### src/rtl/core/timestamped_sample_interpolator_core_macros.svh
// Assertion macros for the timestamped sample interpolator core.
`ifndef TIMESTAMPED_SAMPLE_INTERPOLATOR_CORE_MACROS_SVH
`define TIMESTAMPED_SAMPLE_INTERPOLATOR_CORE_MACROS_SVH
`ifndef ASSERT_OFF
`define TSI_ASSERT(label, clk, rst_n, prop, msg) \
    label: assert property (@(posedge clk) disable iff (!rst_n) prop) else $error(msg);
`define TSI_ASSERT_NEVER(label, clk, rst_n, cond, msg) \
    label: assert property (@(posedge clk) disable iff (!rst_n) !(cond)) else $error(msg);
`else
`define TSI_ASSERT(label, clk, rst_n, prop, msg)
`define TSI_ASSERT_NEVER(label, clk, rst_n, cond, msg)
`endif
`endif

### src/rtl/core/tsi_pkg.sv
// ----------------------------------------------------------------------------
// tsi_pkg
// Shared types and codes for the timestamped sample interpolator.
// ----------------------------------------------------------------------------
`timescale 1ns / 1ps
`default_nettype none
package tsi_pkg;
    localparam int TimeW  = 63;
    localparam int CoordW = 32;
    // Interpolation numerator: |delta| (33 bits) times offset (63 bits).
    localparam int ProdW  = 96;

    localparam logic [1:0] KIND_LOAD  = 2'd0;
    localparam logic [1:0] KIND_QUERY = 2'd1;
    localparam logic [1:0] KIND_CLEAR = 2'd2;

    // Request to the shared multiply-divide unit.
    typedef struct packed {
        logic                start;
        logic [CoordW:0]     mag;
        logic [TimeW-1:0]    off;
        logic [TimeW-1:0]    span;
    } md_req_t;

    // Status back from the multiply-divide unit.
    typedef struct packed {
        logic                done;
        logic                busy;
        logic [CoordW:0]     quot;
        logic                rem_nz;
    } md_rsp_t;
endpackage
`default_nettype wire

### src/rtl/core/tsi_muldiv.sv
// ----------------------------------------------------------------------------
// tsi_muldiv
// Shared unit: floor(mag * off / span) by shift-add multiply then restoring
// division, one bit per cycle.
// ----------------------------------------------------------------------------
`timescale 1ns / 1ps
`default_nettype none
`include "timestamped_sample_interpolator_core_macros.svh"
module tsi_muldiv
    import tsi_pkg::*;
(
    input  wire logic    clk,
    input  wire logic    rst_n,
    input  wire md_req_t req,
    output md_rsp_t      rsp
);
    localparam logic [1:0] S_IDLE = 2'd0;
    localparam logic [1:0] S_MUL  = 2'd1;
    localparam logic [1:0] S_DIV  = 2'd2;
    localparam logic [1:0] S_DONE = 2'd3;

    logic [1:0]        state_reg, state_next;
    logic [6:0]        cnt_reg, cnt_next;
    logic [ProdW-1:0]  acc_reg, acc_next;
    logic [TimeW-1:0]  mcand_reg, mcand_next;
    logic [CoordW:0]   mplier_reg, mplier_next;
    logic [TimeW-1:0]  span_reg, span_next;
    logic [TimeW:0]    rem_reg, rem_next;
    logic [TimeW:0]    rem_sh;
    logic [ProdW-1:0]  mcand_sh;

    always_comb
    begin
        rem_sh   = '0;
        mcand_sh = {{(ProdW-TimeW){1'b0}}, mcand_reg} << cnt_reg;
        state_next  = state_reg;
        cnt_next    = cnt_reg;
        acc_next    = acc_reg;
        mcand_next  = mcand_reg;
        mplier_next = mplier_reg;
        span_next   = span_reg;
        rem_next    = rem_reg;
        case (state_reg)
            S_IDLE:
            begin
                if (req.start)
                begin
                    state_next  = S_MUL;
                    cnt_next    = '0;
                    acc_next    = '0;
                    mcand_next  = req.off;
                    mplier_next = req.mag;
                    span_next   = req.span;
                end
            end
            S_MUL:
            begin
                // One multiplier bit per cycle: add the shifted offset.
                if (mplier_reg[0])
                    acc_next = acc_reg + mcand_sh;
                mplier_next = mplier_reg >> 1;
                if (cnt_reg == 7'(CoordW))
                begin
                    state_next = S_DIV;
                    cnt_next   = '0;
                    rem_next   = '0;
                end
                else
                    cnt_next = cnt_reg + 7'd1;
            end
            S_DIV:
            begin
                // One quotient bit per cycle; quotient shifts into acc.
                rem_sh = {rem_reg[TimeW-1:0], acc_reg[ProdW-1]};
                if (rem_sh >= {1'b0, span_reg})
                begin
                    rem_next = rem_sh - {1'b0, span_reg};
                    acc_next = {acc_reg[ProdW-2:0], 1'b1};
                end
                else
                begin
                    rem_next = rem_sh;
                    acc_next = {acc_reg[ProdW-2:0], 1'b0};
                end
                if (cnt_reg == 7'(ProdW-1))
                    state_next = S_DONE;
                else
                    cnt_next = cnt_reg + 7'd1;
            end
            S_DONE:
                state_next = S_IDLE;
            default:
                state_next = S_IDLE;
        endcase
    end

    always_ff @(posedge clk or negedge rst_n)
    begin
        if (!rst_n)
        begin
            state_reg <= S_IDLE;
            cnt_reg   <= '0;
        end
        else
        begin
            state_reg <= state_next;
            cnt_reg   <= cnt_next;
        end
    end

    always_ff @(posedge clk)
    begin
        acc_reg    <= acc_next;
        mcand_reg  <= mcand_next;
        mplier_reg <= mplier_next;
        span_reg   <= span_next;
        rem_reg    <= rem_next;
    end

    assign rsp.done   = (state_reg == S_DONE);
    assign rsp.busy   = (state_reg != S_IDLE);
    assign rsp.quot   = acc_reg[CoordW:0];
    assign rsp.rem_nz = (rem_reg != '0);

    `TSI_ASSERT(a_done_once, clk, rst_n, rsp.done |=> !rsp.done, "done held two cycles")
    `TSI_ASSERT(a_start_idle, clk, rst_n, (state_reg == S_MUL && cnt_reg == '0) |-> $past(req.start), "mul without start")
    `TSI_ASSERT_NEVER(a_cnt_rng, clk, rst_n, cnt_reg > 7'(ProdW-1), "counter out of range")
endmodule
`default_nettype wire

### config.mk
export PLATFORM = sky130hd
export DESIGN_NAME = tsi_muldiv
export DESIGN_NICKNAME = d
export VERILOG_FILES = /design/src/rtl/core/tsi_pkg.sv /design/src/rtl/core/tsi_muldiv.sv
export VERILOG_INCLUDE_DIRS = /design/src /design/src/rtl/core
export SDC_FILE = /design/constraint.sdc
export NUM_CORES = 1
export LEC_CHECK = 0
export BUFFER_PORTS_ARGS = -buffer_cell sky130_fd_sc_hd__buf_2
export CAP_MARGIN = 20
export CELL_PAD_IN_SITES_DETAIL_PLACEMENT = 0
export CELL_PAD_IN_SITES_GLOBAL_PLACEMENT = 1
export CORE_UTILIZATION = 52
export DETAILED_ROUTE_END_ITERATION = 16
export PLACE_DENSITY_LB_ADDON = 0.3
export REMOVE_ABC_BUFFERS = 1
export SETUP_SLACK_MARGIN = 0.1
export SLEW_MARGIN = 40
export SYNTH_ARGS = -nofsm -noshare
export SYNTH_HDL_FRONTEND = slang
export SYNTH_SLANG_ARGS = --single-unit
### constraint.sdc
create_clock -name clk -period 14.27 [get_ports clk]
set_input_delay 2.1405 -clock clk [delete_from_list [all_inputs] [get_ports clk]]
set_output_delay 2.1405 -clock clk [all_outputs]
set_load 0.005 [all_outputs]
# After elaboration in Yosys (flattened, before gate mapping)
# Cells that the tools add are included.
# Widths: inputs -> output; s select.
dict set report op_classes {
  n_addsub 3
  n_mul 0
  div_mod_pow 0
  n_lt_le_gt_ge 1
  eq_ne 10
  n_shift 1
  mux 17
  bitwise 0
  reduce_logical 12
}
# cell n
set op_table {}
lappend op_table {{$pmux 96 s3} 1}
lappend op_table {{$mux 96} 2}
lappend op_table {{$mux 64} 2}
lappend op_table {{$pmux 64 s2} 1}
lappend op_table {{$add 96x96->96} 1}
lappend op_table {{$shl 63x7->96} 1}
lappend op_table {{$pmux 33 s2} 1}
lappend op_table {{$ge 64x63->1} 1}
lappend op_table {{$reduce_bool 64->1} 1}
lappend op_table {{$sub 64x63->64} 1}
lappend op_table {{$mux 33} 1}
lappend op_table {{$mux 7} 3}
lappend op_table {{$pmux 7 s3} 1}
lappend op_table {{$ne 2x2->1 const B} 5}
lappend op_table {{$reduce_and 3->1} 3}
lappend op_table {{$pmux 2 s4} 1}
lappend op_table {{$add 7x1->7 const B} 1}
lappend op_table {{$eq 7x6->1 const B} 1}
lappend op_table {{$eq 7x7->1 const B} 1}
lappend op_table {{$mux 2} 3}
lappend op_table {{$reduce_and 2->1} 3}
lappend op_table {{$reduce_bool 2->1} 3}
lappend op_table {{$eq 2x2->1 const B} 2}
lappend op_table {{$reduce_bool 3->1} 1}
lappend op_table {{3 further kinds} 3}
dict set report word_totals {
  reg_bits 328
  latchBits 0
  ramBits 0
  mem_bits_ro 0
  in_bits 162
  elab_cells 51
  memories 0
}

# Depth between registers and ports, before layout
dict set report depth {
  ltp_word 4
  depth_mapped 26
}

# Least setup slack after synthesis
# No wires, ideal clock.
dict set report synth_timing {
  path_kind {input to register}
  start {input req[159] in the netlist's numbering}
  end {register acc_reg[0], enable pin}
  setup_time_ns 0.583
  arrival_ns 7.114
  required_ns 13.687
  path_slack_ns 6.573
  cell_stages 3
  cell_sequence {nor2_1 -> or2_2 -> a21oi_1}
}
dict set report synth_via {
  elab_chain_cells 2
}
# element line
set synth_lines {}
lappend synth_lines {{from (decl)} tsi_muldiv.sv:14} ;# input wire md_req_t req,
lappend synth_lines {{$ne 2x2->1 (no line)} -}
lappend synth_lines {{$reduce_and 3->1 (no line)} -}
lappend synth_lines {{to (signal assigned)} tsi_muldiv.sv:113} ;# acc_reg <= acc_next;
lappend synth_lines {{to (decl)} tsi_muldiv.sv:24} ;# logic [ProdW-1:0] acc_reg, acc_next;
# Every way passes these cells.
# A chain may end at the register's enable or synchronous reset.

# Final worst setup path
dict set report layout_timing {
  start {register cnt_reg[0]}
  end {register acc_reg[95] (data pin)}
}
dict set report layout_via {
  elab_chain_cells 4
}
# element line
set layout_lines {}
lappend layout_lines {{from (decl)} tsi_muldiv.sv:23} ;# logic [6:0] cnt_reg, cnt_next;
lappend layout_lines {{from (signal assigned)} tsi_muldiv.sv:107} ;# cnt_reg <= cnt_next;
lappend layout_lines {{$shl 63x7->96} tsi_muldiv.sv:35} ;# mcand_sh = {{(ProdW-TimeW){1'b0}}, mcand_reg} << cnt_reg;
lappend layout_lines {{$add 96x96->96} tsi_muldiv.sv:60} ;# acc_next = acc_reg + mcand_sh;
lappend layout_lines {{$mux 96} tsi_muldiv.sv:59} ;# if (mplier_reg[0])
lappend layout_lines {{$pmux 96 s3} tsi_muldiv.sv:43} ;# case (state_reg)
lappend layout_lines {{net acc_next[95]} tsi_muldiv.sv:24}
# The timed path passes the listed nets, and every way through them passes these cells. The select of a mux whose other input is x is not followed.

==> impl_metrics.py <==
metrics = {
    "outcome": {
        "status": "finished, final reports clean",
    },
    "drt": {
        "vias": 23400,
        "drt_iter0_drc": 1845,
        "viasPerCell": 6.226,
        "antenna_left": 0,
        "totalWireLength_um": 86330,
        "first_pass_iters": 8,
        "drc": 0,
        "wl_per_cell_um": 22.97,
    },
    "pwr": {
        "seq_power_share_pct": 24.3,
        "p_comb_share_pct": 62.8,
        "p_leak_uw": 0.01217,
        "intPower_uw": 4040,
        "clkPwrFrac_pct": 12.9,
        "p_sw_uw": 3760,
        "p_sw_share_pct": 48.21,
        "power_density_mw_per_mm2": 262.5,
        "power.total_uw": 7800,
        "ir_drop_uv": 213.1,
    },
    "global_route": {
        "grt_use_total_pct": 31.85,
        "grt_max_degree": 83,
        "grt_pass1_vias": 22790,
        "grt_first_pass_wirelength_um": 132000,
        "antenna_found_initial": 9,
        "grt_overflow": 0,
    },
    "critical_path": {
        "required_ps": 14590,
        "reg2reg_depth": 21,
        "crit_start": "cnt_reg[0]$_DFFE_PN0P_",
        "reg2reg_setup_slack_ps": 6870,
        "r2r_end": "acc_reg[95]$_DFFE_PP_",
        "critical_path_class": "flip-flop to flip-flop",
        "regToRegStartpoint": "cnt_reg[0]$_DFFE_PN0P_",
        "crit_path_max_fanout": 68,
        "worst_setup_path_end_kind": "flip-flop",
        "crit_arrival_ps": 7710,
        "crit_path_start_kind": "flip-flop",
    },
    "sta": {
        "maxSlewViolCount": 0,
        "rsz0062_at_grt": "false",
        "relSlewSlack_pct": 43.00,
        "tns_ps": 0,
        "hold_viol_final": 0,
        "period_share_pct": 51.84,
        "timing.fmax_mhz": 135.2,
        "tightest_slew_ps": 852.3,
        "post-route-min-period_ps": 7398,
        "clock_skew_ps": 18.67,
        "finalSetupViolations": 0,
    },
    "yosys": {
        "synth_edf_count": 319,
        "syn_area_per_cell_um2": 9.097,
        "netlist_area_mm2": 0.02729,
        "syn_inst": 3000,
        "ys.flop_type": "edfxtp_1",
        "async_flop_share_pct": 2.744,
        "synth_seq_cells": 328,
        "ys_seq_area_share_pct": 35.93,
        "synthDistinctLibCells": 82,
        "yosysWarnings": 0,
    },
    "floorplan": {
        "die_h_um": 231.1,
        "initial_utilization_pct": 52.88,
        "die-area_mm2": 0.05340,
        "io_pins": 198,
        "core_area_mm2": 0.05161,
        "fp-row-count": 83,
        "dieWidth_um": 231.1,
    },
    "cts": {
        "cts_resized": 0,
        "clk_pin_slew_ps": 60,
        "htreeDepth": 2,
        "root_buffer": "clkbuf_16",
        "clock_latency_ps": 590,
        "cts.sinks": 328,
        "clockBufferDepth": 3,
        "post_cts_buffers": 0,
        "cts_buffers": 39,
        "cts_tree": "done",
        "hold_buffers": 0,
    },
    "final_layout": {
        "drive_gt1_share_pct": 14.39,
        "nFillCells": 4572,
        "multiInputGateArea_mm2": 0.01607,
        "register_area_mm2": 0.009814,
        "layout.nets": 3369,
        "largest_register_ffs": 96,
        "area_delta_synth_final_pct": 8.867,
    },
    "worst_hold_path": {
        "worstHoldStart": "mplier_reg[29]$_DFFE_PP_",
        "min_to": "mplier_reg[28]$_DFFE_PP_",
        "hold_path.class": "flip-flop to flip-flop",
        "min_path_cells": 1,
    },
    "placement": {
        "routabilityCongestion": 1.011,
        "io_buffer_count": 197,
        "place_hpwl_um": 65950,
    },
    "run": {
        "cap_violations": 0,
    },
}
critical path, stage by stage (launching register included):
cell	delay, ps
dfrtp_4	470
buf_6	580
mux4_2	610
mux2i_1	360
nand2_1	100
o21ai_0	190
nor2_1	160
nor2_1	550
a211oi_1	210
ha_1	460
nand4_2	180
or4_1	550
nor3_2	270
and3_1	280
nand3_1	110
o221ai_2	360
o21ai_2	170
o31a_1	410
o41ai_2	560
a221oi_1	200
xnor2_1	200
o21ai_1	70
worst max-delay path by stage:
stage / end / slack [ps] / cells after the start
3_3_place_gp: acc_reg[93]$_DFFE_PP_ / 6740 / 21
4_1_cts: acc_reg[95]$_DFFE_PP_ / 6900 / 21
2_1_floorplan: rem_reg[49]$_SDFFCE_PN0P_ / 6210 / 14
6_report: acc_reg[95]$_DFFE_PP_ / 6870 / 21
3_5_place_dp: acc_reg[95]$_DFFE_PP_ / 6930 / 21
5_1_grt: acc_reg[95]$_DFFE_PP_ / 6550 / 21
per-layer routing:
layer  vias up  wire length (um)  part of all wire (%)  GRT usage [%]
li1      11170                 -                     -              -
met1     11360             36560                    42          40.98
met2       714             41900                    49          54.42
met3       150              4676                   5.4          4.540
met4         6              3151                   3.7          11.49
met5         -                30                 0.035              0
layout make-up:
cell class | count | area share [%]
multi-input cells | 2318 | 54.10
flip-flops and latches | 328 | 33.03
repair buffers | 224 | 4.106
clock buffers | 45 | 3.361
well taps | 680 | 2.864
inverters | 130 | 1.642
clock inverters | 27 | 0.8422
diodes | 6 | 0.05053
cell families (layout without fill, tap and decap cells):
group	count (synthesis)	count (layout)	share of synthesized area (%)
adder cells (fa/ha/maj)	166	166	7.666
other	0	6	0
AO/OA/AOI/OAI	879	879	20.25
XOR/XNOR	142	142	4.557
multiplexers	228	228	11.02
flip-flops	328	328	35.93
AND/OR/NAND/NOR	903	903	15.22
buffers and inverters	354	426	5.364
cells in the mapped netlist, types with 46 or more instances:
cell type / number / area (um2)
o21ai_0: 196 / 980.9
a22oi_1: 46 / 345.3
a21o_1: 112 / 840.8
nor2b_1: 67 / 419.2
clkbuf_1: 159 / 596.8
a21oi_1: 238 / 1191
inv_1: 127 / 476.7
xor2_1: 62 / 543.0
mux2i_1: 107 / 1071
nand2_1: 283 / 1062
mux4_2: 51 / 1149
nand3_1: 46 / 230.2
ha_1: 164 / 2052
edfxtp_1: 319 / 9579
nor2_1: 297 / 1115
mux2_2: 70 / 788.3
nand4_1: 61 / 381.6
xnor2_1: 80 / 700.7
placed cells by master (no fill, tap or decap), types with 30 or more instances in the layout:
master / instances
a211oi_1: 42
a21o_1: 112
a21oi_1: 237
a22oi_1: 46
a31oi_1: 33
buf_2: 197
clkbuf_16: 39
edfxtp_1: 319
ha_1: 162
inv_1: 126
mux2_2: 70
mux2i_1: 107
mux4_2: 51
nand2_1: 282
nand2b_1: 30
nand3_1: 46
nand4_1: 61
nor2_1: 296
nor2b_1: 67
o21ai_0: 196
o21bai_1: 36
o22ai_1: 32
xnor2_1: 80
xor2_1: 62
power by group through the flow:
stage                     logic, uW  clock network [uW]  registers, uW
after floorplan                3560                   0           1900
after global placement         4760                   0           1900
after detailed placement       4810                   0           1910
after CTS                      4840                1030           1900
after global routing           5350                1050           1940
final                          4900                1000           1900
per-stage QoR:
stage          std cells  util, %  setup WS [ps]  area (um2)  hold WS, ps
6_report            3758    57.56           6872       29710        547.4
3_3_place_gp        3678    55.00           6735       28390        526.2
2_1_floorplan       2776        -           6208       26320        516.8
4_1_cts             3751    57.49           6905       29670        548.6
3_5_place_dp        3679    55.07           6929       28430        534.6
5_1_grt             3753    57.54           6555       29700        552.9
(Power assumes the default switching activity.)
